`src/cpr_pkg.sv`:
```
// ----------------------------------------------------------------------------
// cpr_pkg - palette memory writer shared definitions
// Sizes, codes, state type, control structs and the color conversion.
// ----------------------------------------------------------------------------
package cpr_pkg;

    // palette geometry
    localparam int NUM_PALETTES       = 8;
    localparam int COLORS_PER_PALETTE = 4;
    localparam int ENTRIES            = NUM_PALETTES * COLORS_PER_PALETTE;
    localparam int SLOT_W             = (ENTRIES > 1) ? $clog2(ENTRIES) : 1;

    // index register fields (fixed by the register layout)
    localparam int PAL_W = 3;
    localparam int COL_W = 2;

    // config port
    localparam int CFG_ADDR_W = 3;
    localparam int CFG_DATA_W = 32;
    localparam logic [0:0] REG_PIXEL_FORMAT = 1'b0;

    // reset contents of the two memories
    localparam logic [15:0] BG_RESET_WORD  = 16'h7FFF;
    localparam logic [15:0] OBJ_RESET_WORD = 16'h0000;

    // index register bits
    localparam int IDX_AUTO_INC_BIT = 7;

    typedef enum logic {
        CMD_INDEX = 1'b0,
        CMD_DATA  = 1'b1
    } cmd_t;

    typedef enum logic [1:0] {
        FMT_RGB565 = 2'd0,
        FMT_BGR565 = 2'd1,
        FMT_RGB555 = 2'd2,
        FMT_BGR555 = 2'd3
    } pixel_fmt_t;

    typedef enum logic [2:0] {
        S_IDLE,
        S_READ_OLD,
        S_WRITE,
        S_READ_NOW,
        S_LOAD
    } state_t;

    // controller -> datapath
    typedef struct packed {
        logic capture;
        logic rd;
        logic wr;
        logic load;
    } cpr_cmd_t;

    // status seen by the controller
    typedef struct packed {
        logic in_valid;
        logic in_is_data;
        logic out_free;
    } cpr_sts_t;

    // palette number of an index
    function automatic logic [PAL_W-1:0] pal_of(input logic [7:0] idx);
        pal_of = idx[5:3];
    endfunction

    // color number of an index
    function automatic logic [COL_W-1:0] col_of(input logic [7:0] idx);
        col_of = idx[2:1];
    endfunction

    // palette exists in this build
    function automatic logic pal_present(input logic [7:0] idx);
        pal_present = (int'(pal_of(idx)) < NUM_PALETTES);
    endfunction

    // memory slot addressed by an index
    function automatic logic [SLOT_W-1:0] slot_of(input logic [7:0] idx);
        slot_of = SLOT_W'(int'(pal_of(idx)) * COLORS_PER_PALETTE + int'(col_of(idx)));
    endfunction

    // native word to output pixel format
    function automatic logic [15:0] to_render(input logic [15:0] w, input pixel_fmt_t fmt);
        logic [4:0] r;
        logic [4:0] g;
        logic [4:0] b;
        logic [5:0] g6;
        r  = w[4:0];
        g  = w[9:5];
        b  = w[14:10];
        g6 = {g, g[4]};
        unique case (fmt)
            FMT_RGB565: to_render = {r, g6, b};
            FMT_BGR565: to_render = {b, g6, r};
            FMT_RGB555: to_render = {1'b1, r, g, b};
            FMT_BGR555: to_render = {1'b1, b, g, r};
            default:    to_render = {r, g6, b};
        endcase
    endfunction

endpackage

```
`src/cpr_ifs.sv`:
```
// ----------------------------------------------------------------------------
// cpr_ifs - request and result channels
// Valid/ready channels carrying palette requests and their results.
// ----------------------------------------------------------------------------
interface cpr_req_if;
    logic       valid;
    logic       ready;
    logic       cmd;
    logic       is_background;
    logic [7:0] value;

    modport source (output valid, output cmd, output is_background, output value,
                    input ready);
    modport sink   (input valid, input cmd, input is_background, input value,
                    output ready);
endinterface

interface cpr_rsp_if;
    logic        valid;
    logic        ready;
    logic [7:0]  index_value;
    logic [7:0]  readback_byte;
    logic [2:0]  entry_palette;
    logic [1:0]  entry_color;
    logic [15:0] entry_native;
    logic [15:0] entry_render;

    modport source (output valid, output index_value, output readback_byte,
                    output entry_palette, output entry_color, output entry_native,
                    output entry_render, input ready);
    modport sink   (input valid, input index_value, input readback_byte,
                    input entry_palette, input entry_color, input entry_native,
                    input entry_render, output ready);
endinterface

```
`src/cpr_ram.sv`:
```
// ----------------------------------------------------------------------------
// cpr_ram - generic simple dual-port RAM
// One write port, one read port with registered read data.
// ----------------------------------------------------------------------------
module cpr_ram #(
    parameter int WIDTH = 16,
    parameter int DEPTH = 32
) (
    input  logic                     clk,
    input  logic                     we,
    input  logic [$clog2(DEPTH)-1:0] waddr,
    input  logic [WIDTH-1:0]         wdata,
    input  logic                     re,
    input  logic [$clog2(DEPTH)-1:0] raddr,
    output logic [WIDTH-1:0]         rdata
);

    logic [WIDTH-1:0] mem_reg [DEPTH];
    logic [WIDTH-1:0] rdata_reg;

    // write port
    always_ff @(posedge clk)
    begin
        if (we)
        begin
            mem_reg[waddr] <= wdata;
        end
    end

    // registered read port
    always_ff @(posedge clk)
    begin
        if (re)
        begin
            rdata_reg <= mem_reg[raddr];
        end
    end

    assign rdata = rdata_reg;

endmodule

```
`src/cpr_ctrl.sv`:
```
// ----------------------------------------------------------------------------
// cpr_ctrl - request sequencer
// Steps each request through read, write, read-back and result load.
// ----------------------------------------------------------------------------
module cpr_ctrl
    import cpr_pkg::*;
(
    input  logic     clk,
    input  logic     rst_n,
    input  cpr_sts_t sts,
    output logic     in_ready,
    output cpr_cmd_t cmd
);

    state_t state_reg;
    state_t state_next;

    // state register
    always_ff @(posedge clk or negedge rst_n)
    begin
        if (!rst_n)
        begin
            state_reg <= S_IDLE;
        end
        else
        begin
            state_reg <= state_next;
        end
    end

    // next state and commands
    always_comb
    begin
        state_next = state_reg;
        in_ready   = 1'b0;
        cmd        = '0;
        unique case (state_reg)
            S_IDLE:
            begin
                in_ready = 1'b1;
                if (sts.in_valid)
                begin
                    cmd.capture = 1'b1;
                    // index writes need no old word
                    state_next  = sts.in_is_data ? S_READ_OLD : S_WRITE;
                end
            end
            S_READ_OLD:
            begin
                cmd.rd     = 1'b1;
                state_next = S_WRITE;
            end
            S_WRITE:
            begin
                cmd.wr     = 1'b1;
                state_next = S_READ_NOW;
            end
            S_READ_NOW:
            begin
                cmd.rd     = 1'b1;
                state_next = S_LOAD;
            end
            S_LOAD:
            begin
                if (sts.out_free)
                begin
                    cmd.load   = 1'b1;
                    state_next = S_IDLE;
                end
            end
            default:
            begin
                state_next = S_IDLE;
            end
        endcase
    end

endmodule

```
`src/cpr_dpath.sv`:
```
// ----------------------------------------------------------------------------
// cpr_dpath - palette memory datapath
// Index registers, both palette RAMs with valid bits, byte merge and
// the output register.
// ----------------------------------------------------------------------------
module cpr_dpath
    import cpr_pkg::*;
(
    input  logic        clk,
    input  logic        rst_n,
    input  cpr_cmd_t    cmd,
    input  logic        in_cmd,
    input  logic        in_is_background,
    input  logic [7:0]  in_value,
    input  pixel_fmt_t  fmt,
    output logic        out_free,
    cpr_rsp_if.source   result
);

    // captured request
    logic        cmd_reg;
    logic        bg_reg;
    logic [7:0]  value_reg;

    logic [7:0]  bg_index_reg;
    logic [7:0]  obj_index_reg;
    logic [7:0]  bg_index_next;
    logic [7:0]  obj_index_next;

    logic [ENTRIES-1:0] bg_valid_reg;
    logic [ENTRIES-1:0] obj_valid_reg;

    logic        rd_valid_reg;
    logic        rd_present_reg;
    logic [7:0]  entry_idx_reg;
    logic [15:0] word_reg;

    logic        out_valid_reg;
    logic [7:0]  out_index_reg;
    logic [7:0]  out_byte_reg;
    logic [2:0]  out_pal_reg;
    logic [1:0]  out_col_reg;
    logic [15:0] out_native_reg;
    logic [15:0] out_render_reg;

    logic [7:0]        cur_index;
    logic [SLOT_W-1:0] cur_slot;
    logic              cur_present;
    logic [15:0]       bg_rdata;
    logic [15:0]       obj_rdata;
    logic [15:0]       rd_word;
    logic [15:0]       merged;
    logic [7:0]        inc_index;
    logic [7:0]        new_index;
    logic              is_data;
    logic              mem_we;
    logic [15:0]       now_word;
    logic [15:0]       native_sel;

    assign is_data     = (cmd_reg == CMD_DATA);
    assign cur_index   = bg_reg ? bg_index_reg : obj_index_reg;
    assign cur_slot    = slot_of(cur_index);
    assign cur_present = pal_present(cur_index);

    // word read: absent palette reads zero, unwritten entry its reset value
    always_comb
    begin
        if (!rd_present_reg)
        begin
            rd_word = '0;
        end
        else if (!rd_valid_reg)
        begin
            rd_word = bg_reg ? BG_RESET_WORD : OBJ_RESET_WORD;
        end
        else
        begin
            rd_word = bg_reg ? bg_rdata : obj_rdata;
        end
    end

    // byte merge at the current index
    assign merged = cur_index[0] ? {value_reg, rd_word[7:0]} : {rd_word[15:8], value_reg};

    // auto-increment: 6-bit wrap, bit 6 cleared, bit 7 kept
    assign inc_index = {cur_index[IDX_AUTO_INC_BIT], 1'b0, 6'(cur_index[5:0] + 6'd1)};

    always_comb
    begin
        if (!is_data)
        begin
            new_index = value_reg;
        end
        else if (cur_index[IDX_AUTO_INC_BIT])
        begin
            new_index = inc_index;
        end
        else
        begin
            new_index = cur_index;
        end
    end

    assign mem_we = cmd.wr && is_data && cur_present;

    // palette memories
    cpr_ram #(.WIDTH(16), .DEPTH(ENTRIES)) u_bg_ram (
        .clk   (clk),
        .we    (mem_we && bg_reg),
        .waddr (cur_slot),
        .wdata (merged),
        .re    (cmd.rd && bg_reg),
        .raddr (cur_slot),
        .rdata (bg_rdata)
    );

    cpr_ram #(.WIDTH(16), .DEPTH(ENTRIES)) u_obj_ram (
        .clk   (clk),
        .we    (mem_we && !bg_reg),
        .waddr (cur_slot),
        .wdata (merged),
        .re    (cmd.rd && !bg_reg),
        .raddr (cur_slot),
        .rdata (obj_rdata)
    );

    // request capture, per-read and per-write side info
    always_ff @(posedge clk)
    begin
        if (cmd.capture)
        begin
            cmd_reg   <= in_cmd;
            bg_reg    <= in_is_background;
            value_reg <= in_value;
        end
        if (cmd.rd)
        begin
            rd_valid_reg   <= bg_reg ? bg_valid_reg[cur_slot] : obj_valid_reg[cur_slot];
            rd_present_reg <= cur_present;
        end
        if (cmd.wr)
        begin
            entry_idx_reg <= is_data ? cur_index : value_reg;
            word_reg      <= cur_present ? merged : 16'h0000;
        end
    end

    // index register updates
    always_comb
    begin
        bg_index_next  = bg_index_reg;
        obj_index_next = obj_index_reg;
        if (cmd.wr)
        begin
            if (bg_reg)
            begin
                bg_index_next = new_index;
            end
            else
            begin
                obj_index_next = new_index;
            end
        end
    end

    // index registers and valid bits
    always_ff @(posedge clk or negedge rst_n)
    begin
        if (!rst_n)
        begin
            bg_index_reg  <= '0;
            obj_index_reg <= '0;
            bg_valid_reg  <= '0;
            obj_valid_reg <= '0;
        end
        else
        begin
            bg_index_reg  <= bg_index_next;
            obj_index_reg <= obj_index_next;
            if (mem_we && bg_reg)
            begin
                bg_valid_reg[cur_slot] <= 1'b1;
            end
            if (mem_we && !bg_reg)
            begin
                obj_valid_reg[cur_slot] <= 1'b1;
            end
        end
    end

    // result assembly
    assign now_word   = rd_word;
    assign native_sel = is_data ? word_reg : now_word;
    assign out_free   = !out_valid_reg || result.ready;

    always_ff @(posedge clk or negedge rst_n)
    begin
        if (!rst_n)
        begin
            out_valid_reg <= 1'b0;
        end
        else if (cmd.load)
        begin
            out_valid_reg <= 1'b1;
        end
        else if (result.ready)
        begin
            out_valid_reg <= 1'b0;
        end
    end

    // output payload
    always_ff @(posedge clk)
    begin
        if (cmd.load)
        begin
            out_index_reg  <= cur_index;
            out_byte_reg   <= cur_index[0] ? now_word[15:8] : now_word[7:0];
            out_pal_reg    <= pal_of(entry_idx_reg);
            out_col_reg    <= col_of(entry_idx_reg);
            out_native_reg <= native_sel;
            out_render_reg <= to_render(native_sel, fmt);
        end
    end

    assign result.valid         = out_valid_reg;
    assign result.index_value   = out_index_reg;
    assign result.readback_byte = out_byte_reg;
    assign result.entry_palette = out_pal_reg;
    assign result.entry_color   = out_col_reg;
    assign result.entry_native  = out_native_reg;
    assign result.entry_render  = out_render_reg;

endmodule

```
`src/color_palette_ram_writer_core.sv`:
```
// ----------------------------------------------------------------------------
// color_palette_ram_writer_core - palette memory writer top level
// Background and sprite palette RAMs with auto-incrementing index
// registers, reporting each written entry in the configured pixel format.
// ----------------------------------------------------------------------------
// Usage:
//   req  - valid/ready request channel: cmd (0 index write, 1 data byte),
//          is_background, value.
//   rsp  - valid/ready result channel, one result per request.
//   APB  - register 0 (byte address 0) holds pixel_format; write it only
//          while no request is in flight. pready is tied high.
// Sequence:
//   An index request passes through write, read-back and result load; a data
//   request through old word read, merge and write, read-back and result load.
//   A new request is accepted the cycle after a result is loaded, so a request
//   is not taken until the one before it has been loaded as a result.
// Stall: a waiting result sits in the output register while the next request
//   is accepted and processed; that request holds in its load step until the
//   output register frees up.
// Reset: index registers and pixel_format clear; per-entry valid bits make
//   background entries read 0x7FFF and sprite entries read zero until written.
// ----------------------------------------------------------------------------
module color_palette_ram_writer_core
    import cpr_pkg::*;
(
    input  logic                  clk,
    input  logic                  rst_n,
    cpr_req_if.sink               req,
    cpr_rsp_if.source             rsp,
    input  logic                  psel,
    input  logic                  penable,
    input  logic                  pwrite,
    input  logic [CFG_ADDR_W-1:0] paddr,
    input  logic [CFG_DATA_W-1:0] pwdata,
    output logic [CFG_DATA_W-1:0] prdata,
    output logic                  pready
);

    pixel_fmt_t fmt_reg;
    cpr_cmd_t   cmd;
    cpr_sts_t   sts;
    logic       in_ready;
    logic       out_free;
    logic       reg_sel;

    // config register
    assign pready  = 1'b1;
    assign reg_sel = (paddr[2] == REG_PIXEL_FORMAT);

    always_ff @(posedge clk or negedge rst_n)
    begin
        if (!rst_n)
        begin
            fmt_reg <= FMT_RGB565;
        end
        else if (psel && penable && pwrite && reg_sel)
        begin
            fmt_reg <= pixel_fmt_t'(pwdata[1:0]);
        end
    end

    assign prdata = reg_sel ? {{(CFG_DATA_W-2){1'b0}}, fmt_reg} : '0;

    // status to the sequencer
    assign sts.in_valid   = req.valid;
    assign sts.in_is_data = (req.cmd == CMD_DATA);
    assign sts.out_free   = out_free;
    assign req.ready      = in_ready;

    cpr_ctrl u_ctrl (
        .clk      (clk),
        .rst_n    (rst_n),
        .sts      (sts),
        .in_ready (in_ready),
        .cmd      (cmd)
    );

    cpr_dpath u_dpath (
        .clk              (clk),
        .rst_n            (rst_n),
        .cmd              (cmd),
        .in_cmd           (req.cmd),
        .in_is_background (req.is_background),
        .in_value         (req.value),
        .fmt              (fmt_reg),
        .out_free         (out_free),
        .result           (rsp)
    );

endmodule
```
`src/flat_wrapper.sv`:
```
// flat-port wrapper written by rule: the top's interface ports become plain ports
module color_palette_ram_writer_core_flat import cpr_pkg::*;
  (clk, rst_n, psel, penable, pwrite, paddr, pwdata, prdata, pready, req_valid, req_cmd, req_is_background, req_value, req_ready, rsp_valid, rsp_index_value, rsp_readback_byte, rsp_entry_palette, rsp_entry_color, rsp_entry_native, rsp_entry_render, rsp_ready);
  cpr_req_if req_i ();
  cpr_rsp_if rsp_i ();
  input  logic clk;
  input  logic rst_n;
  input  logic psel;
  input  logic penable;
  input  logic pwrite;
  input  logic [CFG_ADDR_W-1:0] paddr;
  input  logic [CFG_DATA_W-1:0] pwdata;
  output logic [CFG_DATA_W-1:0] prdata;
  output logic pready;
  input wire logic [$bits(req_i.valid)-1:0] req_valid;
  input wire logic [$bits(req_i.cmd)-1:0] req_cmd;
  input wire logic [$bits(req_i.is_background)-1:0] req_is_background;
  input wire logic [$bits(req_i.value)-1:0] req_value;
  output wire logic [$bits(req_i.ready)-1:0] req_ready;
  output wire logic [$bits(rsp_i.valid)-1:0] rsp_valid;
  output wire logic [$bits(rsp_i.index_value)-1:0] rsp_index_value;
  output wire logic [$bits(rsp_i.readback_byte)-1:0] rsp_readback_byte;
  output wire logic [$bits(rsp_i.entry_palette)-1:0] rsp_entry_palette;
  output wire logic [$bits(rsp_i.entry_color)-1:0] rsp_entry_color;
  output wire logic [$bits(rsp_i.entry_native)-1:0] rsp_entry_native;
  output wire logic [$bits(rsp_i.entry_render)-1:0] rsp_entry_render;
  input wire logic [$bits(rsp_i.ready)-1:0] rsp_ready;
  assign req_i.valid = req_valid;
  assign req_i.cmd = req_cmd;
  assign req_i.is_background = req_is_background;
  assign req_i.value = req_value;
  assign req_ready = req_i.ready;
  assign rsp_valid = rsp_i.valid;
  assign rsp_index_value = rsp_i.index_value;
  assign rsp_readback_byte = rsp_i.readback_byte;
  assign rsp_entry_palette = rsp_i.entry_palette;
  assign rsp_entry_color = rsp_i.entry_color;
  assign rsp_entry_native = rsp_i.entry_native;
  assign rsp_entry_render = rsp_i.entry_render;
  assign rsp_i.ready = rsp_ready;
  color_palette_ram_writer_core u_core (.clk(clk), .rst_n(rst_n), .req(req_i), .rsp(rsp_i), .psel(psel), .penable(penable), .pwrite(pwrite), .paddr(paddr), .pwdata(pwdata), .prdata(prdata), .pready(pready));
endmodule
```
`config.mk`:
```
export PLATFORM = sky130hd
export DESIGN_NAME = color_palette_ram_writer_core_flat
export DESIGN_NICKNAME = d
export VERILOG_FILES = /design/src/cpr_pkg.sv /design/src/cpr_ifs.sv /design/src/cpr_ram.sv /design/src/cpr_ctrl.sv /design/src/cpr_dpath.sv /design/src/color_palette_ram_writer_core.sv /design/src/flat_wrapper.sv
export SDC_FILE = /design/constraint.sdc
export NUM_CORES = 1
export LEC_CHECK = 0
export ABC_AREA = 1
export BUFFER_PORTS_ARGS = -buffer_cell sky130_fd_sc_hd__buf_2
export CAP_MARGIN = 25
export CORE_AREA = 10 10 381 272
export DETAILED_ROUTE_END_ITERATION = 6
export DIE_AREA = 0 0 391 282
export PLACE_DENSITY_LB_ADDON = 0.05
export SETUP_SLACK_MARGIN = 0.1
export SKIP_CTS_REPAIR_TIMING = 1
export SYNTH_ARGS = -nofsm -noshare
export SYNTH_HDL_FRONTEND = slang
export SYNTH_SLANG_ARGS = --single-unit
```
`constraint.sdc`:
```
create_clock -name clk -period 5.7 [get_ports clk]
set_input_delay 0.855 -clock clk [delete_from_list [all_inputs] [get_ports clk]]
set_output_delay 0.855 -clock clk [all_outputs]
set_load 0.01 [all_outputs]
```
==> results.sh <==
export IMPL_avgSynthCellArea_um2=12.52
export IMPL_die_h_um=282
export IMPL_status="finished clean"
export IMPL_fin_crit_ns=3.937
export IMPL_cp_max_fo=33
export IMPL_top_layer_used="met4"
export IMPL_synthCells=3821
export IMPL_reg2reg_slack_ns=1.76
export IMPL_start_util_pct=49.43
export IMPL_ys_ff_latch=1227
export IMPL_synth_area_leaders="edfxtp_1 (72%), nand2_1 (13%), dfrtp_1 (4.5%), nand4_1 (2.9%), buf_2 (1.5%)"
export IMPL_drcViolationCount=0
export IMPL_startpoint_type="flop"
export IMPL_grt_first_pass_wirelength_um=195600
export IMPL_clk_latency_ns=0.72
export IMPL_rows=96
export IMPL_viasPerCell=5.624
export IMPL_dieArea_um2=110300
export IMPL_firstDrtPassIters=5
export IMPL_coreArea_um2=96810
export IMPL_slew_headroom_pct=29.95
export IMPL_regToRegEndpoint="u_core.u_dpath.u_bg_ram.mem_reg[9][13]"
export IMPL_pin_count=140
export IMPL_dr_total_vias=30020
export IMPL_area_growth_pct=13.02
export IMPL_critPathRequiredTime_ns=6.09
export IMPL_ant_nets=0
export IMPL_wl_um=135900
export IMPL_ys_seq_area_share_pct=76.10
export IMPL_peakVddDrop_mv=0.3624
export IMPL_drive_above_1_share_pct=11.10
export IMPL_first_global_vias=28530
export IMPL_synth_edf_count=1141
export IMPL_cpMostUsedCell="buf_4"
export IMPL_cpLargestDelayFamily="buffers and inverters"
export IMPL_grt_max_degree=130
export IMPL_post_route_period_util_pct=69.07
export IMPL_cts_buffer_depth=3
export IMPL_fillers=7915
export IMPL_powerDensity_nw_per_um2=523.6
export IMPL_synth_common_cells="nand2_1 (1650), edfxtp_1 (1141), nand4_1 (225)"
export IMPL_hold_class="primary input to async pin"
export IMPL_cts_root_buffer="clkbuf_16"
export IMPL_slew_violations=0
export IMPL_path_buf_inv=5
export IMPL_gp_congestion=0.8172
export IMPL_slowest_stage="buf_4"
export IMPL_power_leakage_nw=19.67
export IMPL_yosysTopAreaCellShare_pct=71.60
export IMPL_clock_skew_ns=0.03687
export IMPL_antenna_found_initial=5
export IMPL_wl_met3_um=13610
export IMPL_overflow=0
export IMPL_synth_most_common_cell="nand2_1"
export IMPL_max_slew_worst_pin_slew_ns=1.047
export IMPL_cts_max_level=3
export IMPL_syn_area_um2=47850
export IMPL_fin_tns_setup_ns=0
export IMPL_ys_warn_count=0
export IMPL_worstRegToRegCells=10
export IMPL_critPathCaptureType="flop"
export IMPL_fmax_ghz=0.2540
export IMPL_diodes=0
export IMPL_numCtsBuffers=114
export IMPL_path_cells="buf_4, inv_2, nand2_1, nand2_2, nor2_4, buf_4, buf_4, nand2_1, nor2_1, buf_4"
export IMPL_cts_sinks=1227
export IMPL_slowest_delay_ns=0.50
export IMPL_synth_async_reset_ratio_pct=7.009
export IMPL_worstPathArrival_ns=4.32
export IMPL_hold_violations=0
export IMPL_die_w_um=391
export IMPL_cts_tree="yes"
export IMPL_setup_viol=0
export IMPL_synth_cell_types=36
export IMPL_detail_route_wl_per_cell_um=25.45
export IMPL_rsz0062_at_grt="no"
export IMPL_holdWs_ns=0.1307
export IMPL_r2r_start="u_core.u_dpath.bg_reg"
export IMPL_nNetsFinal=4018
export IMPL_route_met2_wl_um=58890
export IMPL_yosys_area_top_type="edfxtp_1"
export IMPL_ys_flop_type="edfxtp_1"
export IMPL_met1_length_um=60780
export IMPL_drt_iter0_drc=3469
export IMPL_portBuffers=76
export IMPL_cap_viol_max_count=0
export IMPL_gr_usage_all_layers_pct=24.34
export IMPL_dpl_hpwl_um=79580
export IMPL_clk_pin_slew_ns=0.07
export IMPL_worstSetupPathType="flop to flop"
[worst register-to-register path: cells and delay by family (launching register included)]
kind | cells | cell delay [ns]
buf+inv | 5 | 1.96
simple gates | 5 | 1.29
flops | 1 | 0.36
[worst max-delay path by stage]
stage | cells past startpoint | slack (ns) | from | to
after global routing | 10 | 1.60 | u_core.u_dpath.bg_reg | u_core.u_dpath.u_bg_ram.mem_reg[9][3]
after detailed placement | 10 | 1.84 | u_core.u_dpath.bg_reg | u_core.u_dpath.u_bg_ram.mem_reg[9][12]
after CTS | 10 | 1.79 | u_core.u_dpath.bg_reg | u_core.u_dpath.u_obj_ram.mem_reg[9][7]
after floorplan | 5 | 1.14 | u_core.u_dpath.bg_reg | u_core.u_dpath.u_bg_ram.mem_reg[0][10]
final | 10 | 1.76 | u_core.u_dpath.bg_reg | u_core.u_dpath.u_bg_ram.mem_reg[9][13]
after global placement | 10 | 1.79 | u_core.u_dpath.bg_reg | u_core.u_dpath.u_obj_ram.mem_reg[9][5]
[per-layer routing]
layer | global-route usage (%) | vias up
met5 | 0 | -
met4 | 4.961 | 0
met3 | 5.088 | 181
met2 | 35.67 | 1306
met1 | 37.36 | 15000
li1 | - | 13530
[final cells by class]
class / count / area, um2 / area share (%)
Timing Repair Buffer: 211 / 1645 / 3.042
Multi-Input combinational cell: 2360 / 10470 / 19.35
Sequential cell: 1227 / 36410 / 67.33
Inverter: 51 / 191.4 / 0.3540
Clock inverter: 80 / 773.2 / 1.430
Clock buffer: 135 / 2995 / 5.539
Tap cell: 1274 / 1594 / 2.948
[logic make-up after synthesis]
logic type	count (synthesis)	share of synthesized area (%)
simple gates	2136	18.48
flops	1227	76.10
buf+inv	263	2.811
fa+ha+maj	1	0.02614
mux	8	0.1674
other cells	2	0.01569
compound gates	184	2.395
[report_power, final]
part	switching, mW	total (mW)	internal [mW]
Sequential	0.212	12.0	11.8
Clock	3.29	7.71	4.42
Combinational	6.61	8.57	1.96
Total	10.1	28.3	18.2
[through the flow]
stage	std cells	util, %	setup WS (ns)	power (mW)	area [um2]
finish	5338	55.86	1.763	28.32	54080
global route	5338	55.86	1.601	29.54	54080
CTS	5335	55.79	1.791	28.33	54010
detailed placement	5120	51.90	1.838	20.67	50240
global placement	5117	51.85	1.787	20.44	50190
floorplan	3850	-	1.144	16.98	47960
[cells in the final DEF (no fill, tap or decap), drive strengths merged]
master	synthesis	final
edfxtp	1141	1141
clkinvlp	0	6
nand3	25	25
mux2i	8	8
buf	186	211
o211ai	1	1
inv	51	53
a211oi	1	1
dfrtp	86	86
nor3	7	7
a21oi	8	8
nand4	225	225
nand2	1657	1657
a22oi	65	65
conb	2	31
bufinv	0	15
ha	1	1
o21ai	102	102
clkinv	0	57
o2111ai	4	4
clkbuf	26	135
o22ai	2	2
or2	59	59
nor2	163	163
o21a	1	1
No activity file was read; power rests on OpenSTA's default activity.
